==> src/rtl/dtd_pkg.sv <==
// shared types and constants for the decimal text to double parser
// no dependencies; imported by every module of the block
package dtd_pkg;

    localparam int EXP_LIMIT_DEF = 511;
    localparam int EXP_CNT_W     = 12;
    localparam int QUEUE_DEPTH   = 4;

    localparam logic [63:0] DBL_ZERO = 64'h0000_0000_0000_0000;
    localparam logic [63:0] DBL_ONE  = 64'h3FF0_0000_0000_0000;
    localparam logic [63:0] DBL_TEN  = 64'h4024_0000_0000_0000;
    localparam logic [63:0] DBL_INF  = 64'h7FF0_0000_0000_0000;
    localparam logic [63:0] DBL_QNAN = 64'h7FF8_0000_0000_0000;

    localparam logic [7:0] CH_ZERO  = 8'h30;
    localparam logic [7:0] CH_NINE  = 8'h39;
    localparam logic [7:0] CH_LO_E  = 8'h65;
    localparam logic [7:0] CH_UP_E  = 8'h45;
    localparam logic [7:0] CH_PLUS  = 8'h2B;
    localparam logic [7:0] CH_MINUS = 8'h2D;
    localparam logic [7:0] CH_POINT = 8'h2E;
    localparam logic [7:0] CH_SPACE = 8'h20;
    localparam logic [7:0] CH_TAB   = 8'h09;
    localparam logic [7:0] CH_CR    = 8'h0D;

    typedef enum logic [1:0] {
        FP_MUL,
        FP_DIV,
        FP_ADD
    } fp_op_t;

    typedef struct packed {
        logic        valid;
        fp_op_t      op;
        logic [63:0] a;
        logic [63:0] b;
    } fpu_req_t;

    typedef struct packed {
        logic        done;
        logic [63:0] result;
    } fpu_rsp_t;

    // one command from the parser to the arithmetic side
    typedef struct packed {
        logic                 add_digit;
        logic                 frac;
        logic [3:0]           digit;
        logic                 finish;
        logic                 mant_neg;
        logic                 exp_neg;
        logic [EXP_CNT_W-1:0] exp_count;
    } cmd_t;

endpackage

==> src/rtl/dtd_fpu.sv <==
// sequential double precision unit: multiply, divide and add, round to nearest even
// depends on dtd_pkg
module dtd_fpu (
    input  logic              clk,
    input  logic              rst_n,
    input  dtd_pkg::fpu_req_t req,
    output dtd_pkg::fpu_rsp_t rsp
);
    import dtd_pkg::*;

    typedef enum logic [2:0] {
        S_IDLE,
        S_NORM_A,
        S_NORM_B,
        S_EXEC,
        S_MUL_FIN,
        S_NORM,
        S_ROUND
    } state_t;

    state_t              state_reg;
    fp_op_t              op_reg;
    logic                sign_reg;
    logic signed [13:0]  ea_reg;
    logic signed [13:0]  eb_reg;
    logic        [52:0]  ma_reg;
    logic        [52:0]  mb_reg;
    logic        [56:0]  sig_reg;
    logic                sticky_reg;
    logic signed [13:0]  re_reg;
    logic        [105:0] acc_reg;
    logic        [54:0]  rem_reg;
    logic        [5:0]   cnt_reg;
    logic        [63:0]  result_reg;
    logic                done_reg;

    // operand decode
    logic [10:0] ex_a, ex_b;
    logic        a_nan, b_nan, a_inf, b_inf, a_zero, b_zero;
    logic        sgn;
    logic        spec_hit;
    logic [63:0] spec_val;

    always_comb
    begin
        ex_a   = req.a[62:52];
        ex_b   = req.b[62:52];
        a_nan  = (ex_a == 11'h7FF) && (req.a[51:0] != 52'd0);
        b_nan  = (ex_b == 11'h7FF) && (req.b[51:0] != 52'd0);
        a_inf  = (ex_a == 11'h7FF) && (req.a[51:0] == 52'd0);
        b_inf  = (ex_b == 11'h7FF) && (req.b[51:0] == 52'd0);
        a_zero = (req.a[62:0] == 63'd0);
        b_zero = (req.b[62:0] == 63'd0);
        sgn    = (req.op == FP_ADD) ? req.a[63] : (req.a[63] ^ req.b[63]);
        spec_hit = 1'b0;
        spec_val = DBL_QNAN;
        case (req.op)
            FP_MUL:
            begin
                if (a_nan || b_nan || (a_inf && b_zero) || (a_zero && b_inf))
                begin
                    spec_hit = 1'b1;
                end
                else if (a_inf || b_inf)
                begin
                    spec_hit = 1'b1;
                    spec_val = {sgn, DBL_INF[62:0]};
                end
                else if (a_zero || b_zero)
                begin
                    spec_hit = 1'b1;
                    spec_val = {sgn, 63'd0};
                end
            end
            FP_DIV:
            begin
                if (a_nan || b_nan || (a_inf && b_inf) || (a_zero && b_zero))
                begin
                    spec_hit = 1'b1;
                end
                else if (a_inf || b_zero)
                begin
                    spec_hit = 1'b1;
                    spec_val = {sgn, DBL_INF[62:0]};
                end
                else if (a_zero || b_inf)
                begin
                    spec_hit = 1'b1;
                    spec_val = {sgn, 63'd0};
                end
            end
            FP_ADD:
            begin
                if (a_nan || b_nan)
                begin
                    spec_hit = 1'b1;
                end
                else if (a_inf || b_inf)
                begin
                    spec_hit = 1'b1;
                    spec_val = {sgn, DBL_INF[62:0]};
                end
                else if (a_zero)
                begin
                    spec_hit = 1'b1;
                    spec_val = req.b;
                end
                else if (b_zero)
                begin
                    spec_hit = 1'b1;
                    spec_val = req.a;
                end
            end
            default:
            begin
                spec_hit = 1'b1;
            end
        endcase
    end

    // one 27x27 partial product per cycle
    logic [26:0]  pa, pb;
    logic [53:0]  pp;
    logic [105:0] ppw;

    always_comb
    begin
        pa  = cnt_reg[1] ? {1'b0, ma_reg[52:27]} : ma_reg[26:0];
        pb  = cnt_reg[0] ? {1'b0, mb_reg[52:27]} : mb_reg[26:0];
        pp  = pa * pb;
        case (cnt_reg[1:0])
            2'd0:    ppw = {52'd0, pp};
            2'd3:    ppw = {pp[51:0], 54'd0};
            default: ppw = {25'd0, pp, 27'd0};
        endcase
    end

    // restoring divide step
    logic        ge;
    logic [54:0] rem_sub;
    logic [54:0] rem_next;

    always_comb
    begin
        ge       = rem_reg >= {2'b00, mb_reg};
        rem_sub  = ge ? (rem_reg - {2'b00, mb_reg}) : rem_reg;
        rem_next = {rem_sub[53:0], 1'b0};
    end

    // same sign add with alignment
    logic                a_big;
    logic        [52:0]  big_m, small_m;
    logic signed [13:0]  big_e, diff;
    logic        [5:0]   sh;
    logic        [55:0]  small_w, shifted, lost_mask;
    logic                add_st;
    logic        [56:0]  sum;

    always_comb
    begin
        a_big     = ea_reg >= eb_reg;
        big_m     = a_big ? ma_reg : mb_reg;
        small_m   = a_big ? mb_reg : ma_reg;
        big_e     = a_big ? ea_reg : eb_reg;
        diff      = a_big ? (ea_reg - eb_reg) : (eb_reg - ea_reg);
        sh        = (diff > 14'sd56) ? 6'd57 : diff[5:0];
        small_w   = {small_m, 3'b000};
        shifted   = small_w >> sh;
        lost_mask = (56'd1 << sh) - 56'd1;
        add_st    = |(small_w & lost_mask);
        sum       = {1'b0, big_m, 3'b000} + {1'b0, shifted};
    end

    // rounding and packing
    logic        inc;
    logic [53:0] m54;
    logic signed [13:0] e_r;
    logic [51:0] fr;
    logic        hidden;
    logic [63:0] packed_val;

    always_comb
    begin
        inc = sig_reg[2] & (sig_reg[3] | sig_reg[1] | sig_reg[0] | sticky_reg);
        m54 = {1'b0, sig_reg[55:3]} + {53'd0, inc};
        if (m54[53])
        begin
            e_r = re_reg + 14'sd1;
            fr  = m54[52:1];
        end
        else
        begin
            e_r = re_reg;
            fr  = m54[51:0];
        end
        hidden = m54[53] | m54[52];
        if (e_r >= 14'sd2047)
        begin
            packed_val = {sign_reg, DBL_INF[62:0]};
        end
        else if (!hidden)
        begin
            packed_val = {sign_reg, 11'd0, fr};
        end
        else
        begin
            packed_val = {sign_reg, e_r[10:0], fr};
        end
    end

    always_ff @(posedge clk or negedge rst_n)
    begin
        if (!rst_n)
        begin
            state_reg  <= S_IDLE;
            op_reg     <= FP_MUL;
            sign_reg   <= 1'b0;
            ea_reg     <= '0;
            eb_reg     <= '0;
            ma_reg     <= '0;
            mb_reg     <= '0;
            sig_reg    <= '0;
            sticky_reg <= 1'b0;
            re_reg     <= '0;
            acc_reg    <= '0;
            rem_reg    <= '0;
            cnt_reg    <= '0;
            result_reg <= '0;
            done_reg   <= 1'b0;
        end
        else
        begin
            done_reg <= 1'b0;
            case (state_reg)
                S_IDLE:
                begin
                    if (req.valid)
                    begin
                        op_reg   <= req.op;
                        sign_reg <= sgn;
                        ea_reg   <= (ex_a == 11'd0) ? 14'sd1 : $signed({3'b000, ex_a});
                        eb_reg   <= (ex_b == 11'd0) ? 14'sd1 : $signed({3'b000, ex_b});
                        ma_reg   <= {ex_a != 11'd0, req.a[51:0]};
                        mb_reg   <= {ex_b != 11'd0, req.b[51:0]};
                        if (spec_hit)
                        begin
                            result_reg <= spec_val;
                            done_reg   <= 1'b1;
                        end
                        else
                        begin
                            state_reg <= S_NORM_A;
                        end
                    end
                end
                S_NORM_A:
                begin
                    // subnormal operands are brought up one bit a cycle
                    if (ma_reg[52])
                    begin
                        state_reg <= S_NORM_B;
                    end
                    else
                    begin
                        ma_reg <= {ma_reg[51:0], 1'b0};
                        ea_reg <= ea_reg - 14'sd1;
                    end
                end
                S_NORM_B:
                begin
                    if (mb_reg[52])
                    begin
                        cnt_reg   <= '0;
                        acc_reg   <= '0;
                        rem_reg   <= {2'b00, ma_reg};
                        state_reg <= S_EXEC;
                    end
                    else
                    begin
                        mb_reg <= {mb_reg[51:0], 1'b0};
                        eb_reg <= eb_reg - 14'sd1;
                    end
                end
                S_EXEC:
                begin
                    case (op_reg)
                        FP_MUL:
                        begin
                            acc_reg <= acc_reg + ppw;
                            cnt_reg <= cnt_reg + 6'd1;
                            if (cnt_reg == 6'd3)
                            begin
                                state_reg <= S_MUL_FIN;
                            end
                        end
                        FP_DIV:
                        begin
                            sig_reg <= {sig_reg[55:0], ge};
                            rem_reg <= rem_next;
                            cnt_reg <= cnt_reg + 6'd1;
                            if (cnt_reg == 6'd56)
                            begin
                                sticky_reg <= |rem_next;
                                re_reg     <= ea_reg - eb_reg + 14'sd1022;
                                state_reg  <= S_NORM;
                            end
                        end
                        FP_ADD:
                        begin
                            sig_reg    <= sum;
                            sticky_reg <= add_st;
                            re_reg     <= big_e;
                            state_reg  <= S_NORM;
                        end
                        default:
                        begin
                            state_reg <= S_IDLE;
                        end
                    endcase
                end
                S_MUL_FIN:
                begin
                    sig_reg    <= acc_reg[105:49];
                    sticky_reg <= |acc_reg[48:0];
                    re_reg     <= ea_reg + eb_reg - 14'sd1023;
                    state_reg  <= S_NORM;
                end
                S_NORM:
                begin
                    if (sig_reg[56])
                    begin
                        sig_reg    <= {1'b0, sig_reg[56:1]};
                        sticky_reg <= sticky_reg | sig_reg[0];
                        re_reg     <= re_reg + 14'sd1;
                    end
                    else if (re_reg < 14'sd1)
                    begin
                        // far below the subnormal range everything lands in sticky
                        if (re_reg < -14'sd60)
                        begin
                            sticky_reg <= sticky_reg | (|sig_reg);
                            sig_reg    <= '0;
                            re_reg     <= 14'sd1;
                        end
                        else
                        begin
                            sig_reg    <= {1'b0, sig_reg[56:1]};
                            sticky_reg <= sticky_reg | sig_reg[0];
                            re_reg     <= re_reg + 14'sd1;
                        end
                    end
                    else
                    begin
                        state_reg <= S_ROUND;
                    end
                end
                S_ROUND:
                begin
                    result_reg <= packed_val;
                    done_reg   <= 1'b1;
                    state_reg  <= S_IDLE;
                end
                default:
                begin
                    state_reg <= S_IDLE;
                end
            endcase
        end
    end

    assign rsp.done   = done_reg;
    assign rsp.result = result_reg;

endmodule

==> src/rtl/dtd_queue.sv <==
// small command queue between the parser and the arithmetic sequencer
// depends on dtd_pkg
module dtd_queue (
    input  logic          clk,
    input  logic          rst_n,
    input  logic          push,
    input  dtd_pkg::cmd_t push_data,
    input  logic          pop,
    output dtd_pkg::cmd_t head,
    output logic          full,
    output logic          empty
);
    import dtd_pkg::*;

    localparam int PTR_W = $clog2(QUEUE_DEPTH);

    cmd_t             mem [QUEUE_DEPTH];
    logic [PTR_W-1:0] wr_ptr_reg;
    logic [PTR_W-1:0] rd_ptr_reg;
    logic [PTR_W:0]   count_reg;

    assign full  = (count_reg == (PTR_W+1)'(QUEUE_DEPTH));
    assign empty = (count_reg == '0);
    assign head  = mem[rd_ptr_reg];

    always_ff @(posedge clk)
    begin
        if (push && !full)
        begin
            mem[wr_ptr_reg] <= push_data;
        end
    end

    always_ff @(posedge clk or negedge rst_n)
    begin
        if (!rst_n)
        begin
            wr_ptr_reg <= '0;
            rd_ptr_reg <= '0;
            count_reg  <= '0;
        end
        else
        begin
            if (push && !full)
            begin
                wr_ptr_reg <= wr_ptr_reg + PTR_W'(1);
            end
            if (pop && !empty)
            begin
                rd_ptr_reg <= rd_ptr_reg + PTR_W'(1);
            end
            case ({push && !full, pop && !empty})
                2'b10:   count_reg <= count_reg + (PTR_W+1)'(1);
                2'b01:   count_reg <= count_reg - (PTR_W+1)'(1);
                default: count_reg <= count_reg;
            endcase
        end
    end

endmodule

==> src/rtl/dtd_front.sv <==
// character parser: whitespace, signs, digits, point and exponent
// depends on dtd_pkg; feeds commands into dtd_queue
module dtd_front #(
    parameter int EXP_LIMIT = dtd_pkg::EXP_LIMIT_DEF
) (
    input  logic          clk,
    input  logic          rst_n,
    input  logic          s_tvalid,
    output logic          s_tready,
    input  logic [7:0]    s_tdata,
    input  logic          s_tlast,
    input  logic          q_full,
    output logic          q_push,
    output dtd_pkg::cmd_t q_data
);
    import dtd_pkg::*;

    typedef enum logic [2:0] {
        PH_SPACE,
        PH_INT,
        PH_FRAC,
        PH_EXPSIGN,
        PH_EXPDIG,
        PH_DONE
    } phase_t;

    phase_t               phase_reg, phase_next;
    logic                 mneg_reg, mneg_next;
    logic                 eneg_reg, eneg_next;
    logic [EXP_CNT_W-1:0] exp_reg, exp_next;

    logic                 accept;
    logic                 is_digit, is_space, is_exp;
    logic [3:0]           dval;
    logic [15:0]          exp_prod;
    logic [EXP_CNT_W-1:0] exp_sat;
    logic                 digit_add, frac_add;

    assign s_tready = !q_full;
    assign accept   = s_tvalid && s_tready;

    always_comb
    begin
        is_digit = (s_tdata >= CH_ZERO) && (s_tdata <= CH_NINE);
        is_space = (s_tdata == CH_SPACE) || ((s_tdata >= CH_TAB) && (s_tdata <= CH_CR));
        is_exp   = (s_tdata == CH_LO_E) || (s_tdata == CH_UP_E);
        dval     = s_tdata[3:0];
        // times ten as two shifts
        exp_prod = {exp_reg, 3'b000} + {3'b000, exp_reg, 1'b0} + {12'd0, dval};
        exp_sat  = (exp_prod > 16'(EXP_LIMIT)) ? EXP_CNT_W'(EXP_LIMIT)
                                               : exp_prod[EXP_CNT_W-1:0];

        phase_next = phase_reg;
        mneg_next  = mneg_reg;
        eneg_next  = eneg_reg;
        exp_next   = exp_reg;
        digit_add  = 1'b0;
        frac_add   = 1'b0;
        case (phase_reg)
            PH_SPACE:
            begin
                if (is_space)
                begin
                    phase_next = PH_SPACE;
                end
                else if (s_tdata == CH_MINUS)
                begin
                    mneg_next  = 1'b1;
                    phase_next = PH_INT;
                end
                else if (s_tdata == CH_PLUS)
                begin
                    phase_next = PH_INT;
                end
                else if (is_digit)
                begin
                    digit_add  = 1'b1;
                    phase_next = PH_INT;
                end
                else if (s_tdata == CH_POINT)
                begin
                    phase_next = PH_FRAC;
                end
                else if (is_exp)
                begin
                    phase_next = PH_EXPSIGN;
                end
                else
                begin
                    phase_next = PH_DONE;
                end
            end
            PH_INT:
            begin
                if (is_digit)
                begin
                    digit_add = 1'b1;
                end
                else if (s_tdata == CH_POINT)
                begin
                    phase_next = PH_FRAC;
                end
                else if (is_exp)
                begin
                    phase_next = PH_EXPSIGN;
                end
                else
                begin
                    phase_next = PH_DONE;
                end
            end
            PH_FRAC:
            begin
                if (is_digit)
                begin
                    digit_add = 1'b1;
                    frac_add  = 1'b1;
                end
                else if (is_exp)
                begin
                    phase_next = PH_EXPSIGN;
                end
                else
                begin
                    phase_next = PH_DONE;
                end
            end
            PH_EXPSIGN:
            begin
                if (s_tdata == CH_MINUS)
                begin
                    eneg_next  = 1'b1;
                    phase_next = PH_EXPDIG;
                end
                else if (s_tdata == CH_PLUS)
                begin
                    phase_next = PH_EXPDIG;
                end
                else if (is_digit)
                begin
                    exp_next   = exp_sat;
                    phase_next = PH_EXPDIG;
                end
                else
                begin
                    phase_next = PH_DONE;
                end
            end
            PH_EXPDIG:
            begin
                if (is_digit)
                begin
                    exp_next = exp_sat;
                end
                else
                begin
                    phase_next = PH_DONE;
                end
            end
            default:
            begin
                phase_next = PH_DONE;
            end
        endcase

        q_push           = accept && (digit_add || s_tlast);
        q_data.add_digit = digit_add;
        q_data.frac      = frac_add;
        q_data.digit     = dval;
        q_data.finish    = s_tlast;
        q_data.mant_neg  = mneg_next;
        q_data.exp_neg   = eneg_next;
        q_data.exp_count = exp_next;
    end

    always_ff @(posedge clk or negedge rst_n)
    begin
        if (!rst_n)
        begin
            phase_reg <= PH_SPACE;
            mneg_reg  <= 1'b0;
            eneg_reg  <= 1'b0;
            exp_reg   <= '0;
        end
        else if (accept)
        begin
            if (s_tlast)
            begin
                phase_reg <= PH_SPACE;
                mneg_reg  <= 1'b0;
                eneg_reg  <= 1'b0;
                exp_reg   <= '0;
            end
            else
            begin
                phase_reg <= phase_next;
                mneg_reg  <= mneg_next;
                eneg_reg  <= eneg_next;
                exp_reg   <= exp_next;
            end
        end
    end

endmodule

==> src/rtl/dtd_back.sv <==
// arithmetic sequencer: mantissa and scale updates, final divide and power scaling
// depends on dtd_pkg and dtd_fpu
module dtd_back (
    input  logic          clk,
    input  logic          rst_n,
    input  dtd_pkg::cmd_t q_head,
    input  logic          q_empty,
    output logic          q_pop,
    output logic          m_tvalid,
    input  logic          m_tready,
    output logic [63:0]   m_tdata
);
    import dtd_pkg::*;

    typedef enum logic [2:0] {
        B_IDLE,
        B_DMUL,
        B_DADD,
        B_SMUL,
        B_FDIV,
        B_POW,
        B_FSCALE,
        B_OUT
    } state_t;

    state_t               state_reg;
    cmd_t                 cmd_reg;
    logic [63:0]          m_reg;
    logic [63:0]          s_reg;
    logic [63:0]          p_reg;
    logic [63:0]          r_reg;
    logic [EXP_CNT_W-1:0] k_reg;
    logic                 call_reg;
    logic                 out_valid_reg;
    logic [63:0]          out_data_reg;

    fpu_req_t req;
    fpu_rsp_t rsp;
    logic     pow_more;
    logic     out_load;

    function automatic logic [63:0] digit_to_double(input logic [3:0] d);
        logic [15:0] hi;
        case (d)
            4'd1:    hi = 16'h3FF0;
            4'd2:    hi = 16'h4000;
            4'd3:    hi = 16'h4008;
            4'd4:    hi = 16'h4010;
            4'd5:    hi = 16'h4014;
            4'd6:    hi = 16'h4018;
            4'd7:    hi = 16'h401C;
            4'd8:    hi = 16'h4020;
            4'd9:    hi = 16'h4022;
            default: hi = 16'h0000;
        endcase
        return {hi, 48'd0};
    endfunction

    dtd_fpu u_fpu (
        .clk   (clk),
        .rst_n (rst_n),
        .req   (req),
        .rsp   (rsp)
    );

    // powers of ten stop early once they have overflowed
    assign pow_more = (k_reg != '0) && (p_reg != DBL_INF);
    assign q_pop    = (state_reg == B_IDLE) && !q_empty;
    assign out_load = (state_reg == B_OUT) && (!out_valid_reg || m_tready);
    assign m_tvalid = out_valid_reg;
    assign m_tdata  = out_data_reg;

    always_comb
    begin
        req.valid = 1'b0;
        req.op    = FP_MUL;
        req.a     = m_reg;
        req.b     = DBL_TEN;
        case (state_reg)
            B_DMUL:
            begin
                req.valid = !call_reg;
            end
            B_DADD:
            begin
                req.valid = !call_reg;
                req.op    = FP_ADD;
                req.b     = digit_to_double(cmd_reg.digit);
            end
            B_SMUL:
            begin
                req.valid = !call_reg;
                req.a     = s_reg;
            end
            B_FDIV:
            begin
                req.valid = !call_reg;
                req.op    = FP_DIV;
                req.a     = {m_reg[63] ^ cmd_reg.mant_neg, m_reg[62:0]};
                req.b     = s_reg;
            end
            B_POW:
            begin
                req.valid = !call_reg && pow_more;
                req.a     = p_reg;
            end
            B_FSCALE:
            begin
                req.valid = !call_reg;
                req.op    = cmd_reg.exp_neg ? FP_DIV : FP_MUL;
                req.a     = r_reg;
                req.b     = p_reg;
            end
            default:
            begin
                req.valid = 1'b0;
            end
        endcase
    end

    always_ff @(posedge clk or negedge rst_n)
    begin
        if (!rst_n)
        begin
            state_reg     <= B_IDLE;
            cmd_reg       <= '0;
            m_reg         <= DBL_ZERO;
            s_reg         <= DBL_ONE;
            p_reg         <= DBL_ONE;
            r_reg         <= DBL_ZERO;
            k_reg         <= '0;
            call_reg      <= 1'b0;
            out_valid_reg <= 1'b0;
            out_data_reg  <= '0;
        end
        else
        begin
            if (req.valid)
            begin
                call_reg <= 1'b1;
            end
            else if (rsp.done)
            begin
                call_reg <= 1'b0;
            end

            if (out_load)
            begin
                out_valid_reg <= 1'b1;
            end
            else if (m_tready)
            begin
                out_valid_reg <= 1'b0;
            end

            case (state_reg)
                B_IDLE:
                begin
                    if (!q_empty)
                    begin
                        cmd_reg <= q_head;
                        if (q_head.add_digit)
                        begin
                            state_reg <= B_DMUL;
                        end
                        else if (q_head.finish)
                        begin
                            state_reg <= B_FDIV;
                        end
                    end
                end
                B_DMUL:
                begin
                    if (rsp.done)
                    begin
                        m_reg     <= rsp.result;
                        state_reg <= B_DADD;
                    end
                end
                B_DADD:
                begin
                    if (rsp.done)
                    begin
                        m_reg <= rsp.result;
                        if (cmd_reg.frac)
                        begin
                            state_reg <= B_SMUL;
                        end
                        else if (cmd_reg.finish)
                        begin
                            state_reg <= B_FDIV;
                        end
                        else
                        begin
                            state_reg <= B_IDLE;
                        end
                    end
                end
                B_SMUL:
                begin
                    if (rsp.done)
                    begin
                        s_reg     <= rsp.result;
                        state_reg <= cmd_reg.finish ? B_FDIV : B_IDLE;
                    end
                end
                B_FDIV:
                begin
                    if (rsp.done)
                    begin
                        r_reg     <= rsp.result;
                        p_reg     <= DBL_ONE;
                        k_reg     <= cmd_reg.exp_count;
                        state_reg <= B_POW;
                    end
                end
                B_POW:
                begin
                    if (rsp.done)
                    begin
                        p_reg <= rsp.result;
                        k_reg <= k_reg - EXP_CNT_W'(1);
                    end
                    else if (!call_reg && !pow_more)
                    begin
                        state_reg <= B_FSCALE;
                    end
                end
                B_FSCALE:
                begin
                    if (rsp.done)
                    begin
                        r_reg     <= rsp.result;
                        state_reg <= B_OUT;
                    end
                end
                B_OUT:
                begin
                    if (out_load)
                    begin
                        out_data_reg <= r_reg;
                        m_reg        <= DBL_ZERO;
                        s_reg        <= DBL_ONE;
                        state_reg    <= B_IDLE;
                    end
                end
                default:
                begin
                    state_reg <= B_IDLE;
                end
            endcase
        end
    end

`ifndef SYNTH
    a_done_expected: assert property (@(posedge clk) disable iff (!rst_n)
        rsp.done |-> call_reg)
        else $error("unit finished with no operation outstanding");

    a_no_overlap: assert property (@(posedge clk) disable iff (!rst_n)
        req.valid |-> !call_reg)
        else $error("operation issued while another is outstanding");

    a_out_free: assert property (@(posedge clk) disable iff (!rst_n)
        out_load |-> (!out_valid_reg || m_tready))
        else $error("result register overwritten before transfer");
`endif

endmodule

==> src/rtl/decimal_text_to_double_top.sv <==
// top level of the decimal text to double parser
// depends on dtd_pkg, dtd_front, dtd_queue, dtd_back
//
// usage:
//   s_axis carries one ascii character per transfer in tdata, tlast marks the
//   last character of a string. m_axis carries one ieee double per string.
//   the parser takes a character per cycle while the command queue has room;
//   only mantissa digits and the last character cost arithmetic work.
//   the shared double unit multiplies, adds and divides; an operand that is
//   zero, infinite or nan is resolved without iteration, and subnormal
//   operands are first normalized bit by bit. an integer digit costs a
//   multiply and an add, a fraction digit also a multiply of the scale.
//   the last character adds the final divide, one multiply per unit of
//   exponent (until the power overflows) and one more multiply or divide.
//   the exponent saturates at EXP_LIMIT.
//   the result waits in an output register; parsing of the next string goes on
//   while it waits, and only the next result stalls on a blocked receiver.
//   after reset the parser is in its whitespace phase with zero value.
module decimal_text_to_double_top #(
    parameter int EXP_LIMIT = dtd_pkg::EXP_LIMIT_DEF
) (
    input  logic        clk,
    input  logic        rst_n,
    input  logic        s_axis_tvalid,
    output logic        s_axis_tready,
    input  logic [7:0]  s_axis_tdata,   // [7:0] char_code
    input  logic        s_axis_tlast,
    output logic        m_axis_tvalid,
    input  logic        m_axis_tready,
    output logic [63:0] m_axis_tdata    // [63:0] result_bits
);
    import dtd_pkg::*;

    logic q_full;
    logic q_empty;
    logic q_push;
    logic q_pop;
    cmd_t q_in;
    cmd_t q_head;

    dtd_front #(
        .EXP_LIMIT (EXP_LIMIT)
    ) u_front (
        .clk      (clk),
        .rst_n    (rst_n),
        .s_tvalid (s_axis_tvalid),
        .s_tready (s_axis_tready),
        .s_tdata  (s_axis_tdata),
        .s_tlast  (s_axis_tlast),
        .q_full   (q_full),
        .q_push   (q_push),
        .q_data   (q_in)
    );

    dtd_queue u_queue (
        .clk       (clk),
        .rst_n     (rst_n),
        .push      (q_push),
        .push_data (q_in),
        .pop       (q_pop),
        .head      (q_head),
        .full      (q_full),
        .empty     (q_empty)
    );

    dtd_back u_back (
        .clk      (clk),
        .rst_n    (rst_n),
        .q_head   (q_head),
        .q_empty  (q_empty),
        .q_pop    (q_pop),
        .m_tvalid (m_axis_tvalid),
        .m_tready (m_axis_tready),
        .m_tdata  (m_axis_tdata)
    );

endmodule

==> config.mk <==
export PLATFORM = sky130hd
export DESIGN_NAME = decimal_text_to_double_top
export DESIGN_NICKNAME = d
export VERILOG_FILES = /design/src/rtl/dtd_pkg.sv /design/src/rtl/dtd_fpu.sv /design/src/rtl/dtd_queue.sv /design/src/rtl/dtd_front.sv /design/src/rtl/dtd_back.sv /design/src/rtl/decimal_text_to_double_top.sv
export SDC_FILE = /design/constraint.sdc
export NUM_CORES = 2
export LEC_CHECK = 0
export BUFFER_PORTS_ARGS = -buffer_cell sky130_fd_sc_hd__buf_4
export CORE_UTILIZATION = 47
export CTS_BUF_LIST = sky130_fd_sc_hd__clkbuf_4 sky130_fd_sc_hd__clkbuf_8 sky130_fd_sc_hd__clkbuf_16
export CTS_CLUSTER_DIAMETER = 120
export DETAILED_ROUTE_END_ITERATION = 7
export PLACE_DENSITY = 0.69
export SLEW_MARGIN = 15
export SYNTH_ARGS = -nofsm -noshare
export SYNTH_HDL_FRONTEND = slang
export SYNTH_SLANG_ARGS = --single-unit
==> constraint.sdc <==
create_clock -name clk -period 36.9 [get_ports clk]
set_input_delay 3.69 -clock clk [delete_from_list [all_inputs] [get_ports clk]]
set_output_delay 3.69 -clock clk [all_outputs]
set_load 0.005 [all_outputs]
==> flow_summary.ini <==
[outcome]
violations = design-rule violations
status = finished with violations

[logic_synthesis]
postSynthNetCount = 12038
yosysSeqAreaShare_pct = 25.6
syn_area_per_cell_um2 = 8.31
synthesis.instances = 10891
postSynthRegisterBits = 909
syn_area_um2 = 90500
synth_enable_flop_cells = 84
synth_warnings = 0
ys_async_sr_fraction_pct = 90.8
ys.flop_type = sky130_fd_sc_hd__dfrtp_1
synthDistinctLibCells = 115

[critical_path]
rr_worst_depth = 45
startpoint_type = flop
cp_num_cells = 45
critPathKind = reg -> reg
worst_path_max_delay_cell = sky130_fd_sc_hd__dfrtp_2
crit_fanout = 57
timing.critical_path.to_type = flop
critPathArrivalTime_ns = 15.47
path_common_cell = sky130_fd_sc_hd__fa_1
slowest_delay_ns = 1.09
timing.critical_path.required_ns = 37.58
path_delay_family = compound AO/OA/AOI/OAI gates
cp_num_buf_inv = 5

[grt]
antenna_found_initial = 40
grt_util_all_layers_pct = 41.9
grt_pass1_vias = 84940
grt_start_max_net_pins = 160
globalRouteOverflowTotal = 0
grt_first_pass_wirelength_um = 595000

[timing]
fin_crit_ns = 14.79
slew_headroom_pct = 6.86
min_period_over_period_pct = 40.1
report.final.hold_viol_count = 0
worst_margin_pin_slew_ns = 1.40
maxSlewViolCount = 0
timing.final.setup_violations = 0
unrepaired_setup_endpoints_after_global_routing = no
setup-tns-final_ns = 0
fin_skew_ns = 0.107
achievable-frequency_mhz = 67.6
final_critical_path_setup_slack_ns = 22.11

[finish]
regArea_um2 = 23200
post_route_cells_drive_above_1_share_pct = 8.98
syn_to_final_growth_pct = 8.08
flip_flop_count_of_the_largest_register_all_copies_and_words_added = 106
finalNetCount = 11784
final_core_utilization_pct = 51.3
num-fill-cells = 18016
multi_input_comb_area_um2 = 61200
layout.cells.non_filler = 13257

[worst_hold_path]
min_delay_path_depth = 2
worstHoldPathType = reg -> reg

[routing]
drt_iter0_markers = 12073
drt_wl_cell_um = 31.1
post-route-drc-count = 5
detail_route.vias_per_cell = 6.65
finalWirelength_um = 413000
detail_route.first_pass.iterations = 8
antenna_violating_nets_left = 0
route.vias.total = 88191

[die]
die_h_um = 441
floorplan.initialDensity_pct = 47.4
core-area_um2 = 191000
floorplan.die_area_um2 = 194000
fp-row-count = 160
io-pin-count = 79
die_width_um = 441

[clock_network]
worst_setup_hold_path_clk_slew_ns = 0.06
cts_resized = 0
clock_latency_late_sink_ns = 0.82
post-cts-setup-buffer-count = 0
tritoncts.num_buffers = 107
cts_hold_buf = 0
cts_tree = yes
clock_tree.root_cell = sky130_fd_sc_hd__clkbuf_16
cts_htree_levels = 3
clk_sink_count = 909
clk_path_buf_depth = 3

[placed_design]
globalplace.congestion = 1.10
place.port_buffers = 78
placed_cells_incl_taps = 13038
dpl_worst_slack_ns = 22.45
hpwl_um = 310000

[run]
cap_violations = 0
==> cells in the final DEF, fill, tap and decap left out, types with 61 or more instances in the layout <==
master,netlist,layout
sky130_fd_sc_hd__fa_1,633,633
sky130_fd_sc_hd__a221oi_1,73,71
sky130_fd_sc_hd__inv_1,957,957
sky130_fd_sc_hd__nand2_1,1626,1617
sky130_fd_sc_hd__nor3_1,162,160
sky130_fd_sc_hd__a221o_1,64,64
sky130_fd_sc_hd__a21oi_1,619,617
sky130_fd_sc_hd__a31oi_1,90,89
sky130_fd_sc_hd__dfrtp_1,805,801
sky130_fd_sc_hd__xnor2_1,212,212
sky130_fd_sc_hd__mux2i_1,167,163
sky130_fd_sc_hd__buf_4,7,341
sky130_fd_sc_hd__and2_1,111,110
sky130_fd_sc_hd__ha_1,501,499
sky130_fd_sc_hd__nor2_1,924,916
sky130_fd_sc_hd__clkbuf_16,0,107
sky130_fd_sc_hd__nand2b_1,65,61
sky130_fd_sc_hd__edfxtp_1,84,84
sky130_fd_sc_hd__a22o_1,111,110
sky130_fd_sc_hd__nand4_1,94,94
sky130_fd_sc_hd__o22ai_1,80,80
sky130_fd_sc_hd__a21o_1,167,165
sky130_fd_sc_hd__nor4_1,101,98
sky130_fd_sc_hd__a22oi_1,139,138
sky130_fd_sc_hd__o21ai_0,825,814
sky130_fd_sc_hd__o21a_1,88,88
sky130_fd_sc_hd__nand3_1,206,205
sky130_fd_sc_hd__xor2_1,130,130
sky130_fd_sc_hd__mux2_2,212,212
==> cell usage after synthesis (all sizes together), types with 103 or more instances <==
cell type  instances  area, µm²
xor2             130       1140
a21oi            627       3180
and2             115        719
mux2i            168       1690
dfrtp            805      20100
buf              154        754
fa               633      12700
a21o             167       1250
inv              961       3610
nand2           1628       6120
nor3             165        841
nor2             926       3480
mux2             213       2400
clkbuf           553       2080
nor4             103        657
nand3            206       1030
o21ai            865       4340
ha               501       6270
a22o             111        972
xnor2            212       1860
a22oi            139       1040
==> metrics by stage <==
stage | hold slack, ns | area [µm²]
after floorplan | 0.446 | 90500
after global placement | 0.462 | 93800
after detailed placement | 0.462 | 93800
after CTS | 0.478 | 97700
after global routing | 0.505 | 97800
final | 0.483 | 97800
==> final cells by class <==
cell class                      instances  share of cell area (%)
Multi-Input combinational cell       8307                    62.6
Sequential cell                       909                    23.7
Inverter                              968                    3.72
Tap cell                             2511                    3.21
Clock buffer                          145                    3.16
Timing Repair Buffer                  344                    2.67
Clock inverter                         57                   0.852
Antenna cell                           16                  0.0409
==> worst min-delay path, stage by stage (launching register included) <==
cell,delay [ns]
sky130_fd_sc_hd__dfrtp_1,0.34
sky130_fd_sc_hd__nand2_1,0.05
sky130_fd_sc_hd__nand2_1,0.06
==> path summary, 6_finish.rpt <==
path	from	end	slack, ns
min in group asynchronous	rst_n	u_front.exp_reg[11]	2.95
min	u_back.u_fpu.sign_reg	u_back.u_fpu.sign_reg	0.48
max reg2reg	u_back.u_fpu.cnt_reg[0]	u_back.u_fpu.acc_reg[100]	22.11
max	u_back.u_fpu.cnt_reg[0]	u_back.u_fpu.acc_reg[100]	22.11
min reg2reg	u_back.u_fpu.sign_reg	u_back.u_fpu.sign_reg	0.48
max in group asynchronous	rst_n	u_back.u_fpu.rem_reg[7]	29.80
==> routing by layer <==
| metal | track usage [%] | wire (µm) | up-vias |
|---|---|---|---|
| met4 | 33.2 | 40500 | 24 |
| met1 | 51.2 | 150000 | 43145 |
| met3 | 11.5 | 46900 | 1687 |
| met2 | 62.1 | 175000 | 6070 |
| met5 | 0 | 165 | - |
| li1 | - | - | 37265 |
==> cells by family after synthesis <==
kind of cell	after synthesis	share of synthesized area (%)
mux	402	5.04
buf+inv	1675	7.14
compound gates	2861	20.6
flops	909	25.6
xor+xnor	342	3.31
fa+ha+maj	1134	20.9
simple gates	3568	17.4
Power is not shown: default switching activity piles up to over one toggle a cycle in this logic, so the estimate is an artifact.
